--- src/hdl/b32d_pkg.sv ---
// shared types, constants and the character classifier for the base32 decoder
package b32d_pkg;

    localparam int CHAR_W      = 8;
    localparam int SYM_W       = 5;
    localparam int BYTE_W      = 8;
    localparam int LEN_W       = 7;
    localparam int POS_W       = 3;
    localparam int MAX_BYTES   = 64;
    localparam int LEN_RESET   = 24;
    // depth must stay a power of two, pointers wrap by overflow
    localparam int QUEUE_DEPTH = 4;
    localparam int QUEUE_PTR_W = $clog2(QUEUE_DEPTH);
    localparam int QUEUE_CNT_W = $clog2(QUEUE_DEPTH + 1);

    localparam logic [CHAR_W-1:0] CHAR_TERM    = 8'h00;
    localparam logic [CHAR_W-1:0] CHAR_UPPER_A = 8'h41;
    localparam logic [CHAR_W-1:0] CHAR_UPPER_Z = 8'h5A;
    localparam logic [CHAR_W-1:0] CHAR_LOWER_A = 8'h61;
    localparam logic [CHAR_W-1:0] CHAR_LOWER_Z = 8'h7A;
    localparam logic [CHAR_W-1:0] CHAR_DIGIT_2 = 8'h32;
    localparam logic [CHAR_W-1:0] CHAR_DIGIT_7 = 8'h37;
    localparam logic [SYM_W-1:0]  DIGIT_BASE   = 5'd26;

    typedef enum logic {
        KIND_SYMBOL,
        KIND_TERM
    } t_b32d_kind;

    typedef struct packed {
        t_b32d_kind       kind;
        logic [SYM_W-1:0] value;
    } t_b32d_item;

    typedef struct packed {
        logic             is_symbol;
        logic [SYM_W-1:0] value;
    } t_b32d_class;

    typedef enum logic {
        ST_RUN,
        ST_FLUSH
    } t_b32d_state;

    function automatic t_b32d_class classify(input logic [CHAR_W-1:0] c);
        t_b32d_class      res;
        logic [CHAR_W-1:0] diff;
        res  = '0;
        diff = '0;
        if (c >= CHAR_UPPER_A && c <= CHAR_UPPER_Z) begin
            diff          = c - CHAR_UPPER_A;
            res.is_symbol = 1'b1;
            res.value     = diff[SYM_W-1:0];
        end else if (c >= CHAR_LOWER_A && c <= CHAR_LOWER_Z) begin
            diff          = c - CHAR_LOWER_A;
            res.is_symbol = 1'b1;
            res.value     = diff[SYM_W-1:0];
        end else if (c >= CHAR_DIGIT_2 && c <= CHAR_DIGIT_7) begin
            diff          = c - CHAR_DIGIT_2;
            res.is_symbol = 1'b1;
            res.value     = diff[SYM_W-1:0] + DIGIT_BASE;
        end
        return res;
    endfunction

endpackage

--- src/hdl/b32d_front.sv ---
// input side: takes characters, drops non-alphabet ones, queues symbols and terminators
module b32d_front (
    input  logic                         i_valid,
    input  logic [b32d_pkg::CHAR_W-1:0]  i_character,
    output logic                         o_stall,
    input  logic                         i_q_full,
    output logic                         o_push,
    output b32d_pkg::t_b32d_item         o_item
);

    b32d_pkg::t_b32d_class w_class;
    logic                  w_accept;
    logic                  w_is_term;

    assign o_stall   = i_q_full;
    assign w_accept  = i_valid && !i_q_full;
    assign w_is_term = (i_character == b32d_pkg::CHAR_TERM);

    always_comb begin
        w_class = b32d_pkg::classify(i_character);
        o_push  = w_accept && (w_is_term || w_class.is_symbol);
        o_item.kind  = w_is_term ? b32d_pkg::KIND_TERM : b32d_pkg::KIND_SYMBOL;
        o_item.value = w_class.value;
    end

endmodule

--- src/hdl/b32d_queue.sv ---
// small register queue between the classifier and the decoder
module b32d_queue (
    input  logic                  i_clk,
    input  logic                  i_rst_n,
    input  logic                  i_push,
    input  b32d_pkg::t_b32d_item  i_item,
    output logic                  o_full,
    input  logic                  i_pop,
    output logic                  o_not_empty,
    output b32d_pkg::t_b32d_item  o_item
);

    b32d_pkg::t_b32d_item                r_mem [b32d_pkg::QUEUE_DEPTH];
    logic [b32d_pkg::QUEUE_PTR_W-1:0]    r_wr_ptr, n_wr_ptr;
    logic [b32d_pkg::QUEUE_PTR_W-1:0]    r_rd_ptr, n_rd_ptr;
    logic [b32d_pkg::QUEUE_CNT_W-1:0]    r_count, n_count;

    assign o_full      = (r_count == b32d_pkg::QUEUE_CNT_W'(b32d_pkg::QUEUE_DEPTH));
    assign o_not_empty = (r_count != '0);
    assign o_item      = r_mem[r_rd_ptr];

    always_comb begin
        n_wr_ptr = r_wr_ptr;
        n_rd_ptr = r_rd_ptr;
        n_count  = r_count;
        if (i_push) begin
            n_wr_ptr = r_wr_ptr + b32d_pkg::QUEUE_PTR_W'(1);
        end
        if (i_pop) begin
            n_rd_ptr = r_rd_ptr + b32d_pkg::QUEUE_PTR_W'(1);
        end
        if (i_push && !i_pop) begin
            n_count = r_count + b32d_pkg::QUEUE_CNT_W'(1);
        end else if (!i_push && i_pop) begin
            n_count = r_count - b32d_pkg::QUEUE_CNT_W'(1);
        end
    end

    always_ff @(posedge i_clk) begin
        if (!i_rst_n) begin
            r_wr_ptr <= '0;
            r_rd_ptr <= '0;
            r_count  <= '0;
        end else begin
            r_wr_ptr <= n_wr_ptr;
            r_rd_ptr <= n_rd_ptr;
            r_count  <= n_count;
        end
    end

    always_ff @(posedge i_clk) begin
        if (i_push) begin
            r_mem[r_wr_ptr] <= i_item;
        end
    end

endmodule

--- src/hdl/b32d_back.sv ---
// decode side: packs symbols into bytes, pads on terminator, holds the length register
module b32d_back (
    input  logic                          i_clk,
    input  logic                          i_rst_n,
    input  logic                          i_cfg_valid,
    output logic                          o_cfg_ready,
    input  logic [b32d_pkg::LEN_W-1:0]    i_cfg_output_length,
    input  logic                          i_q_not_empty,
    input  b32d_pkg::t_b32d_item          i_q_item,
    output logic                          o_pop,
    output logic                          o_valid,
    input  logic                          i_stall,
    output logic [b32d_pkg::BYTE_W-1:0]   o_data_byte,
    output logic                          o_last_byte
);

    b32d_pkg::t_b32d_state               r_state, n_state;
    logic [b32d_pkg::LEN_W-1:0]          r_output_length;
    logic [b32d_pkg::POS_W-1:0]          r_bit_pos, n_bit_pos;
    logic [b32d_pkg::LEN_W-1:0]          r_bytes_done, n_bytes_done;
    logic [b32d_pkg::BYTE_W-1:0]         r_partial, n_partial;
    logic                                r_out_valid, n_out_valid;
    logic [b32d_pkg::BYTE_W-1:0]         r_out_byte, n_out_byte;
    logic                                r_out_last, n_out_last;

    logic [b32d_pkg::LEN_W-1:0]                 w_len;
    logic                                       w_out_free;
    logic                                       w_full;
    logic [b32d_pkg::LEN_W-1:0]                 w_done_inc;
    logic                                       w_hit_len;
    logic [b32d_pkg::POS_W:0]                   w_pos_sum;
    logic [b32d_pkg::POS_W:0]                   w_shift;
    logic [b32d_pkg::BYTE_W+b32d_pkg::SYM_W-1:0] w_window;

    assign o_cfg_ready = 1'b1;
    assign o_valid     = r_out_valid;
    assign o_data_byte = r_out_byte;
    assign o_last_byte = r_out_last;

    always_comb begin
        if (r_output_length == '0) begin
            w_len = b32d_pkg::LEN_W'(1);
        end else if (r_output_length > b32d_pkg::LEN_W'(b32d_pkg::MAX_BYTES)) begin
            w_len = b32d_pkg::LEN_W'(b32d_pkg::MAX_BYTES);
        end else begin
            w_len = r_output_length;
        end
    end

    assign w_out_free = !r_out_valid || !i_stall;
    assign w_full     = (r_bytes_done >= w_len);
    assign w_done_inc = r_bytes_done + b32d_pkg::LEN_W'(1);
    assign w_hit_len  = (w_done_inc == w_len);

    // accumulator on top of a 13-bit window, new symbol lands just below the filled bits
    assign w_pos_sum = {1'b0, r_bit_pos} + (b32d_pkg::POS_W+1)'(b32d_pkg::SYM_W);
    assign w_shift   = (b32d_pkg::POS_W+1)'(b32d_pkg::BYTE_W) - {1'b0, r_bit_pos};
    assign w_window  = {r_partial, b32d_pkg::SYM_W'(0)}
                     | ((b32d_pkg::BYTE_W+b32d_pkg::SYM_W)'(i_q_item.value) << w_shift);

    always_comb begin
        n_state      = r_state;
        n_bit_pos    = r_bit_pos;
        n_bytes_done = r_bytes_done;
        n_partial    = r_partial;
        n_out_valid  = r_out_valid;
        n_out_byte   = r_out_byte;
        n_out_last   = r_out_last;
        o_pop        = 1'b0;
        if (w_out_free) begin
            n_out_valid = 1'b0;
        end
        case (r_state)
            b32d_pkg::ST_RUN: begin
                if (w_out_free && i_q_not_empty) begin
                    o_pop = 1'b1;
                    if (i_q_item.kind == b32d_pkg::KIND_TERM) begin
                        n_bit_pos = '0;
                        n_partial = '0;
                        if (!w_full) begin
                            n_out_valid = 1'b1;
                            n_out_byte  = r_partial;
                            n_out_last  = w_hit_len;
                            if (w_hit_len) begin
                                n_bytes_done = '0;
                            end else begin
                                n_bytes_done = w_done_inc;
                                n_state      = b32d_pkg::ST_FLUSH;
                            end
                        end else begin
                            n_bytes_done = '0;
                        end
                    end else if (!w_full) begin
                        if (w_pos_sum[b32d_pkg::POS_W]) begin
                            n_out_valid  = 1'b1;
                            n_out_byte   = w_window[b32d_pkg::BYTE_W+b32d_pkg::SYM_W-1:
                                                    b32d_pkg::SYM_W];
                            n_out_last   = w_hit_len;
                            n_bytes_done = w_done_inc;
                            n_partial    = {w_window[b32d_pkg::SYM_W-1:0],
                                            (b32d_pkg::BYTE_W-b32d_pkg::SYM_W)'(0)};
                        end else begin
                            n_partial = w_window[b32d_pkg::BYTE_W+b32d_pkg::SYM_W-1:
                                                 b32d_pkg::SYM_W];
                        end
                        n_bit_pos = w_pos_sum[b32d_pkg::POS_W-1:0];
                    end
                end
            end
            b32d_pkg::ST_FLUSH: begin
                // zero padding, one beat per cycle while the output is not stalled
                if (w_out_free) begin
                    n_out_valid = 1'b1;
                    n_out_byte  = '0;
                    n_out_last  = w_hit_len;
                    if (w_hit_len) begin
                        n_bytes_done = '0;
                        n_state      = b32d_pkg::ST_RUN;
                    end else begin
                        n_bytes_done = w_done_inc;
                    end
                end
            end
            default: begin
                n_state = b32d_pkg::ST_RUN;
            end
        endcase
    end

    always_ff @(posedge i_clk) begin
        if (!i_rst_n) begin
            r_state         <= b32d_pkg::ST_RUN;
            r_output_length <= b32d_pkg::LEN_W'(b32d_pkg::LEN_RESET);
            r_bit_pos       <= '0;
            r_bytes_done    <= '0;
            r_partial       <= '0;
            r_out_valid     <= 1'b0;
        end else begin
            r_state      <= n_state;
            r_bit_pos    <= n_bit_pos;
            r_bytes_done <= n_bytes_done;
            r_partial    <= n_partial;
            r_out_valid  <= n_out_valid;
            if (i_cfg_valid && o_cfg_ready) begin
                r_output_length <= i_cfg_output_length;
            end
        end
    end

    always_ff @(posedge i_clk) begin
        r_out_byte <= n_out_byte;
        r_out_last <= n_out_last;
    end

endmodule

--- src/hdl/base32_stream_decoder.sv ---
// base32 decoder top level: classifier, queue and byte packer
// a byte passes through the queue register and then the output register after the character that completes it
// throughput: one character per cycle while the output is not stalled and no flush runs
// a terminator emits the partial byte, then zero bytes for every byte still missing from the buffer, up to 64
// the queue holds 4 beats, so the input stalls only when it fills behind a flush or stall
// reset (synchronous, active low) clears the queue, the packer and sets the length to 24
module base32_stream_decoder (
    input  logic                          i_clk,
    input  logic                          i_rst_n,
    input  logic                          i_valid,
    output logic                          o_stall,
    input  logic [b32d_pkg::CHAR_W-1:0]   i_character,
    output logic                          o_valid,
    input  logic                          i_stall,
    output logic [b32d_pkg::BYTE_W-1:0]   o_data_byte,
    output logic                          o_last_byte,
    input  logic                          i_cfg_valid,
    output logic                          o_cfg_ready,
    input  logic [b32d_pkg::LEN_W-1:0]    i_cfg_output_length
);

    b32d_pkg::t_b32d_item w_push_item;
    b32d_pkg::t_b32d_item w_head_item;
    logic                 w_push;
    logic                 w_pop;
    logic                 w_full;
    logic                 w_not_empty;

    b32d_front u_front (
        .i_valid     (i_valid),
        .i_character (i_character),
        .o_stall     (o_stall),
        .i_q_full    (w_full),
        .o_push      (w_push),
        .o_item      (w_push_item)
    );

    b32d_queue u_queue (
        .i_clk       (i_clk),
        .i_rst_n     (i_rst_n),
        .i_push      (w_push),
        .i_item      (w_push_item),
        .o_full      (w_full),
        .i_pop       (w_pop),
        .o_not_empty (w_not_empty),
        .o_item      (w_head_item)
    );

    b32d_back u_back (
        .i_clk               (i_clk),
        .i_rst_n             (i_rst_n),
        .i_cfg_valid         (i_cfg_valid),
        .o_cfg_ready         (o_cfg_ready),
        .i_cfg_output_length (i_cfg_output_length),
        .i_q_not_empty       (w_not_empty),
        .i_q_item            (w_head_item),
        .o_pop               (w_pop),
        .o_valid             (o_valid),
        .i_stall             (i_stall),
        .o_data_byte         (o_data_byte),
        .o_last_byte         (o_last_byte)
    );

    a_pop_nonempty: assert property (@(posedge i_clk) disable iff (!i_rst_n)
        w_pop |-> w_not_empty)
        else $error("pop from empty queue");

    a_push_not_full: assert property (@(posedge i_clk) disable iff (!i_rst_n)
        w_push |-> !w_full)
        else $error("push into full queue");

    a_term_queued: assert property (@(posedge i_clk) disable iff (!i_rst_n)
        (i_valid && !o_stall && i_character == b32d_pkg::CHAR_TERM) |->
            (w_push && w_push_item.kind == b32d_pkg::KIND_TERM))
        else $error("accepted terminator not queued");

endmodule

--- config.mk ---
export PLATFORM = sky130hd
export DESIGN_NAME = base32_stream_decoder
export DESIGN_NICKNAME = d
export VERILOG_FILES = /design/src/hdl/b32d_pkg.sv /design/src/hdl/b32d_front.sv /design/src/hdl/b32d_queue.sv /design/src/hdl/b32d_back.sv /design/src/hdl/base32_stream_decoder.sv
export SDC_FILE = /design/constraint.sdc
export NUM_CORES = 1
export LEC_CHECK = 0
export BUFFER_PORTS_ARGS = -buffer_cell sky130_fd_sc_hd__buf_2
export CORE_MARGIN = 8
export CORE_UTILIZATION = 48
export CTS_BUF_LIST = sky130_fd_sc_hd__clkbuf_16
export DETAILED_ROUTE_END_ITERATION = 16
export PLACE_DENSITY_LB_ADDON = 0.12
export REMOVE_ABC_BUFFERS = 1
export SYNTH_ARGS = -nofsm -noshare
export SYNTH_HDL_FRONTEND = slang
export SYNTH_SLANG_ARGS = --single-unit
export TNS_END_PERCENT = 1
--- constraint.sdc ---
create_clock -name i_clk -period 5.15 [get_ports i_clk]
set_clock_uncertainty 0.1 [all_clocks]
set_input_delay 0.2575 -clock i_clk [delete_from_list [all_inputs] [get_ports i_clk]]
set_output_delay 0.2575 -clock i_clk [all_outputs]
set_load 0.01 [all_outputs]
# Word-level counts from Yosys, hierarchy flattened
# Memories as Yosys holds them, arrays and structs flattened. A register that Yosys moved wholly into a read port is not among the register bits.
# Cells that the tools add are included.
[op_classes]
n_addsub = 11
eq_ne = 8
bitwise = 2
muxes = 55
reduce_logical = 22
magnitude_cmp = 8
n_shift = 1
[op_table]
columns = ["operator", "count"]
rows = [
  ["$mux 8", 9],
  ["$mux 7", 9],
  ["$mux 1", 23],
  ["$mux 6", 3],
  ["$ge 8x7->1 const B", 2],
  ["$le 8x7->1 const B", 2],
  ["$pmux 8 s2", 1],
  ["$pmux 7 s2", 1],
  ["$or 13x13->13", 1],
  ["$shl 5x4->13", 1],
  ["$mux 3", 4],
  ["$sub 5x1->5 const B", 2],
  ["$ge 8x6->1 const B", 1],
  ["$le 8x6->1 const B", 1],
  ["$logic_and 1x1->1", 8],
  ["$logic_not 8->1", 1],
  ["$reduce_and 4->1", 2],
  ["$add 7x1->7 const B", 1],
  ["$eq 7x7->1", 1],
  ["$ge 7x7->1", 1],
  ["$gt 7x7->1 const B", 1],
  ["$logic_not 7->1", 1],
  ["$pmux 1 s2", 3],
  ["$add 5x5->5 const B", 1],
  ["other kinds (18)", 27],
]
[totals]
reg_bits = 43
mem_count = 1
out_inout_bits = 12
in_bits = 20
mem_bits_rw = 24
elab_cells = 119
[memory_table]
columns = ["memory", "words", "word_bits", "rd", "rd_ports_with_merged_regs", "wr", "line_no", "source"]
rows = [
  ["u_queue.r_mem", 4, 6, 1, 1, 1, "b32d_queue.sv:13", "b32d_pkg::t_b32d_item r_mem [b32d_pkg::QUEUE_DEPTH];"],
]

# Depth between registers and ports, before layout
[depth]
depth_word = 11
ltp_mapped = 12
mapped_depth_nobuf = 12

# Cells and area by module
# Synthesis repeated with hierarchy kept, for this count alone.
[unflattened]
hier_cells = 408
hier_area_um2 = 4017.6
[by_module_without_submodules]
columns = ["module", "cells_per_inst", "area_each_um2", "instances", "seq_area_each_um2"]
rows = [
  ["b32d_back", 291, 2339.7, 1, 810.8],
  ["b32d_queue", 74, 1313.8, 1, 900.9],
  ["b32d_front", 43, 364.1, 1, 0.0],
]

# Worst setup path after synthesis
# No wires, ideal clock.
[synth_timing]
kind = "flip-flop to flip-flop"
from = "register u_back.r_bit_pos[0] in the netlist's numbering"
to = "register u_back.r_out_byte, in the netlist u_back.o_data_byte[7], data pin"
arrival_ps = 2519
setup_time_ps = 263
stages_incl_launch_ff = 11
required_ps = 4787
setup_slack_ps = 2268
synth_period_minus_slack_ps = 2882
path_buffers = 2
cell_sequence = "dfxtp_1 -> clkbuf_1 -> clkinv_1 -> ha_1 -> clkbuf_1 -> mux4_2 -> mux2_2 -> mux2i_4 -> o21ai_1 -> a31oi_1 -> nor2_1"
[synth_via]
elab_chain_cells = 8
[synth_lines]
columns = ["item", "line_no", "source"]
rows = [
  ["start, declared", "b32d_back.sv:19", "logic [b32d_pkg::POS_W-1:0] r_bit_pos, n_bit_pos;"],
  ["start signal, assigned", "b32d_back.sv:140", "r_bit_pos <= n_bit_pos;"],
  ["$sub 4x3->4", "b32d_back.sv:57", "assign w_shift = (b32d_pkg::POS_W+1)'(b32d_pkg::BYTE_W) - {1'b0, r_bit_pos};"],
  ["$shl 5x4->13", "b32d_back.sv:59", "| ((b32d_pkg::BYTE_W+b32d_pkg::SYM_W)'(i_q_item.value) << w_shift);"],
  ["$or 13x13->13", "b32d_back.sv:59", ""],
  ["$mux 8", "b32d_back.sv:94", "if (w_pos_sum[b32d_pkg::POS_W]) begin"],
  ["$mux 8", "b32d_back.sv:93", "end else if (!w_full) begin"],
  ["$mux 8", "b32d_back.sv:77", "if (i_q_item.kind == b32d_pkg::KIND_TERM) begin"],
  ["$mux 8", "b32d_back.sv:75", "if (w_out_free && i_q_not_empty) begin"],
  ["$pmux 8 s2", "b32d_back.sv:73", "case (r_state)"],
  ["end signal, assigned", "b32d_back.sv:151", "r_out_byte <= n_out_byte;"],
  ["end, declared", "b32d_back.sv:23", "logic [b32d_pkg::BYTE_W-1:0] r_out_byte, n_out_byte;"],
]
# Every way passes these cells. The select of a mux whose other input is x is not followed.
# A chain may end at the register's enable or synchronous reset.

# Worst setup path in the final report
[layout_timing]
from = "register u_back.r_bit_pos[0] in the netlist's numbering"
to = "register u_back.r_out_byte, in the netlist u_back.o_data_byte[3], data pin"
# Same word-level chain as after synthesis.

==> metrics.csv <==
stage,metric,value,unit
sta,fin. max-slew vios,0,
synth,syn avg cell area,10.4,µm²
synth,Synth area leader,edfxtp_1,
synth,largest family of logic cells by synthesized area,compound AO/OA/AOI/OAI gates,
clocking,worst-skew pair later-pin latency,330,ps
sta,Slew HR,0.478,
power_and_ir_drop,PD cells,558,nW/µm²
clocking,CTS max path bufs,2,
drt,vias per cell,5.78,
floorplanning,Starting Density,0.497,
floorplanning,Die Ht,108,µm
drt,WL met2,3930,µm
final_layout,share of layout cells above drive strength 1,0.176,
final_layout,Final #Nets,457,
worst_setup_path,CP Buf/Inv Count,1,
clocking,htree depth,3,
clocking,Clock Pin Slew Worst Setup and Hold Paths,60,ps
synth,XOR/XNOR Fraction of Synth Area,0.0432,
worst_setup_path,CP Data Arrival Time,3270,ps
global_route,pin count of the biggest net entering global routing,21,
sta,final setup fails,0,
drt,met1 wire length,4000,µm
drt,final wirelength,8540,µm
sta,TNS Setup,0,ps
synth,async set-reset flop share out of synthesis,0,
floorplanning,placement row count,33,
clocking,CTS Hold Bufs,0,
drt,drt pass-1 iters,4,
sta,WHS,52.5,ps
synth,Compound-Gate Fraction of Synth Area,0.195,
flow_run,Max-Cap Viols,0,
synth,Post-synth EDFFs,33,
place,routability congestion estimate,0.869,
clocking,# Post-CTS Setup Buffers,0,
drt,via count,3038,
global_route,initial antenna violation count,0,
synth,Simple-Gate Fraction of Synth Area,0.140,
synth,YS warnings,0,
worst_setup_path,CP max FO,17,
sta,f_max,304,MHz
synth,sequential fraction of the synthesis area,0.419,
synth,area share of the largest cell type after synthesis,0.243,
synth,Synth area leaders,"edfxtp_1, dfxtp_1, ha_1, mux4_2, nor2_1",
sta,Final Cycle Share,0.639,
status,status,completed,
worst_setup_path,CP Capture Type,register,
worst_setup_path,crit-path cells,"clkinv_1, ha_1, mux4_2, mux2_2, mux2i_4, nor3_1, a31oi_1, o2bb2ai_1",
synth,Post-Synth Adder-Cell Area,0.0662,
drt,met3 wire length,440,µm
sta,"Hold Vio Cnt, Final",0,
worst_setup_path,required time of the critical path,5120,ps
power_and_ir_drop,Max VDD drop,262,µV
global_route,global-route wire length before repair,14500,µm
synth,cells after synthesis,394,
drt,wire per inst,16.2,µm
global_route,vias in the first global route,2999,
global_route,grt ovf,0,
final_layout,diode count,0,
clocking,clock sink total,69,
floorplanning,Top Ports,32,
synth,most used flip-flop cell after synthesis,dfxtp_1,
synth,post-synthesis mux area share,0.0901,
drt,uppermost layer routed,met4,
drt,number of DRC markers in iteration 0,126,
floorplanning,Die X,108,µm
clocking,post_cts resized,0,
drt,remaining antenna violation count,0,
drt,# DRC,0,
worst_setup_path,"Max stage delay cell, worst path",dfxtp_1,
clocking,root buffer cell,clkbuf_16,
sta,min Tclk post-route,3290,ps
worst_setup_path,Crit Path Class,register to register,
clocking,total CTS buffers,9,
worst_setup_path,startpoint types,register,
synth,"flops & latches, synth",69,
worst_setup_path,Crit path max-delay family,multiplexers,
floorplanning,core box area,8220,µm²
synth,"Cell Area, Synth",4080,µm²
worst_setup_path,largest stage delay on the critical path,660,ps
final_layout,Synth-to-Final Area Change,12.2,%
global_route,total track usage,0.156,
sta,unrepaired setup endpoints after global routing,no,
place,DP HPWL,6280,µm
sta,Slew @ Worst Pin,776,ps
clocking,CTS tree,done,
synth,Yosys cell types,80,
place,IO Port Bufs,30,
worst_hold_path,class of the worst hold path,input port to register,
power_and_ir_drop,leakage power,1.76,nW
worst_setup_path,r2r setup slk,1860,ps
floorplanning,die area,11700,µm²
## logic make-up (layout without fill, tap and decap cells)
kind of cell	Yosys count	after routing
adders and majority gates	21	21
muxes	24	24
other	1	1
buffers and inverters	40	67
AOI/OAI and AO/OA	105	105
DFF	69	69
and+or+nand+nor	117	117
xor gates and xnor gates	17	17
## where the power goes
group	switching, mW	leakage (nW)	internal [mW]
registers	0.0995	0.606	0.702
clock network	0.227	0.143	0.420
logic	0.676	1.01	0.432
## path summary, 6_finish.rpt
path | start | end | cells past startpoint
worst max-delay path | u_back.r_bit_pos[0] | u_back.o_data_byte[3] | 8
worst min-delay path | i_cfg_output_length[4] | u_back.r_output_length[4] | 3
worst max register to register | u_back.r_bit_pos[0] | u_back.o_data_byte[3] | 8
worst min register to register | u_back.r_partial[0] | u_back.r_partial[0] | 2
## per-layer routing
metal	up-vias	global-route usage
met4	0	0.0694
met5	-	0
met1	1436	0.202
met2	73	0.248
met3	15	0.0309
li1	1514	-
## flip-flops by register name, indices dropped and copies added (netlist names), 2 cells and up, named ones only
register and count:
u_queue.r_count 3, u_back.r_bit_pos 3, u_back.r_bytes_done 7, u_queue.r_rd_ptr 2, u_queue.r_wr_ptr 2, u_queue.r_mem 24, u_back.r_partial 8, u_back.o_data_byte 8
u_back.r_output_length 7
## area by class of cell
type / count / area (µm²)
fill: 714 / 3640
multi-input combinational: 285 / 2190
sequential: 69 / 1710
clock buffer: 9 / 225
timing repair buffer: 31 / 158
tap: 105 / 131
clock inverter: 7 / 90.1
inverter: 20 / 77.6
## synth_stat cells, types with 3 or more instances
master and n:
and2_1 4, clkbuf_1 11, mux2i_1 12, inv_1 17, o21ai_0 15, a31oi_1 5
nor3_1 13, a21o_1 4, nand2_1 29, o2bb2ai_1 4, o211ai_1 5, o21ai_1 5
buf_2 4, edfxtp_1 33, mux4_2 6, dfxtp_1 36, buf_6 3, or3_1 4
o21a_1 3, nand2b_1 6, nor2_1 35, nand3_1 7, ha_1 20, xnor2_1 7
a21oi_1 21, o22ai_1 8, xor2_1 8
## cells in the final DEF, fill, tap and decap left out, drive strengths merged, types with 8 or more instances in the layout
cell type | netlist | routed
nor2 | 38 | 38
nand3 | 8 | 8
nand2 | 31 | 31
mux4 | 8 | 8
edfxtp | 33 | 33
o21ai | 22 | 22
o22ai | 8 | 8
nor3 | 14 | 14
ha | 20 | 20
dfxtp | 36 | 36
buf | 8 | 31
clkbuf | 12 | 9
inv | 19 | 19
mux2i | 13 | 13
a21oi | 22 | 22
xor2 | 8 | 8
## through the flow
stage                     total power, mW  utilization  cells  setup WS [ps]  area [µm²]
final                                2.56        0.557    526           1860        4580
after floorplan                      1.62            -    374           2310        3980
after CTS                            2.57        0.557    526           1890        4580
after detailed placement             1.91        0.519    510           1940        4270
after global routing                 2.72        0.557    526           1660        4580
after global placement               1.90        0.519    510           2030        4270
## tightest hold or removal path: cells and delay by family
family | cells | cell delay [ps]
and+or+nand+nor | 1 | 60
muxes | 1 | 60
buffers and inverters | 1 | 80
Power figures use the tool's default switching activity.
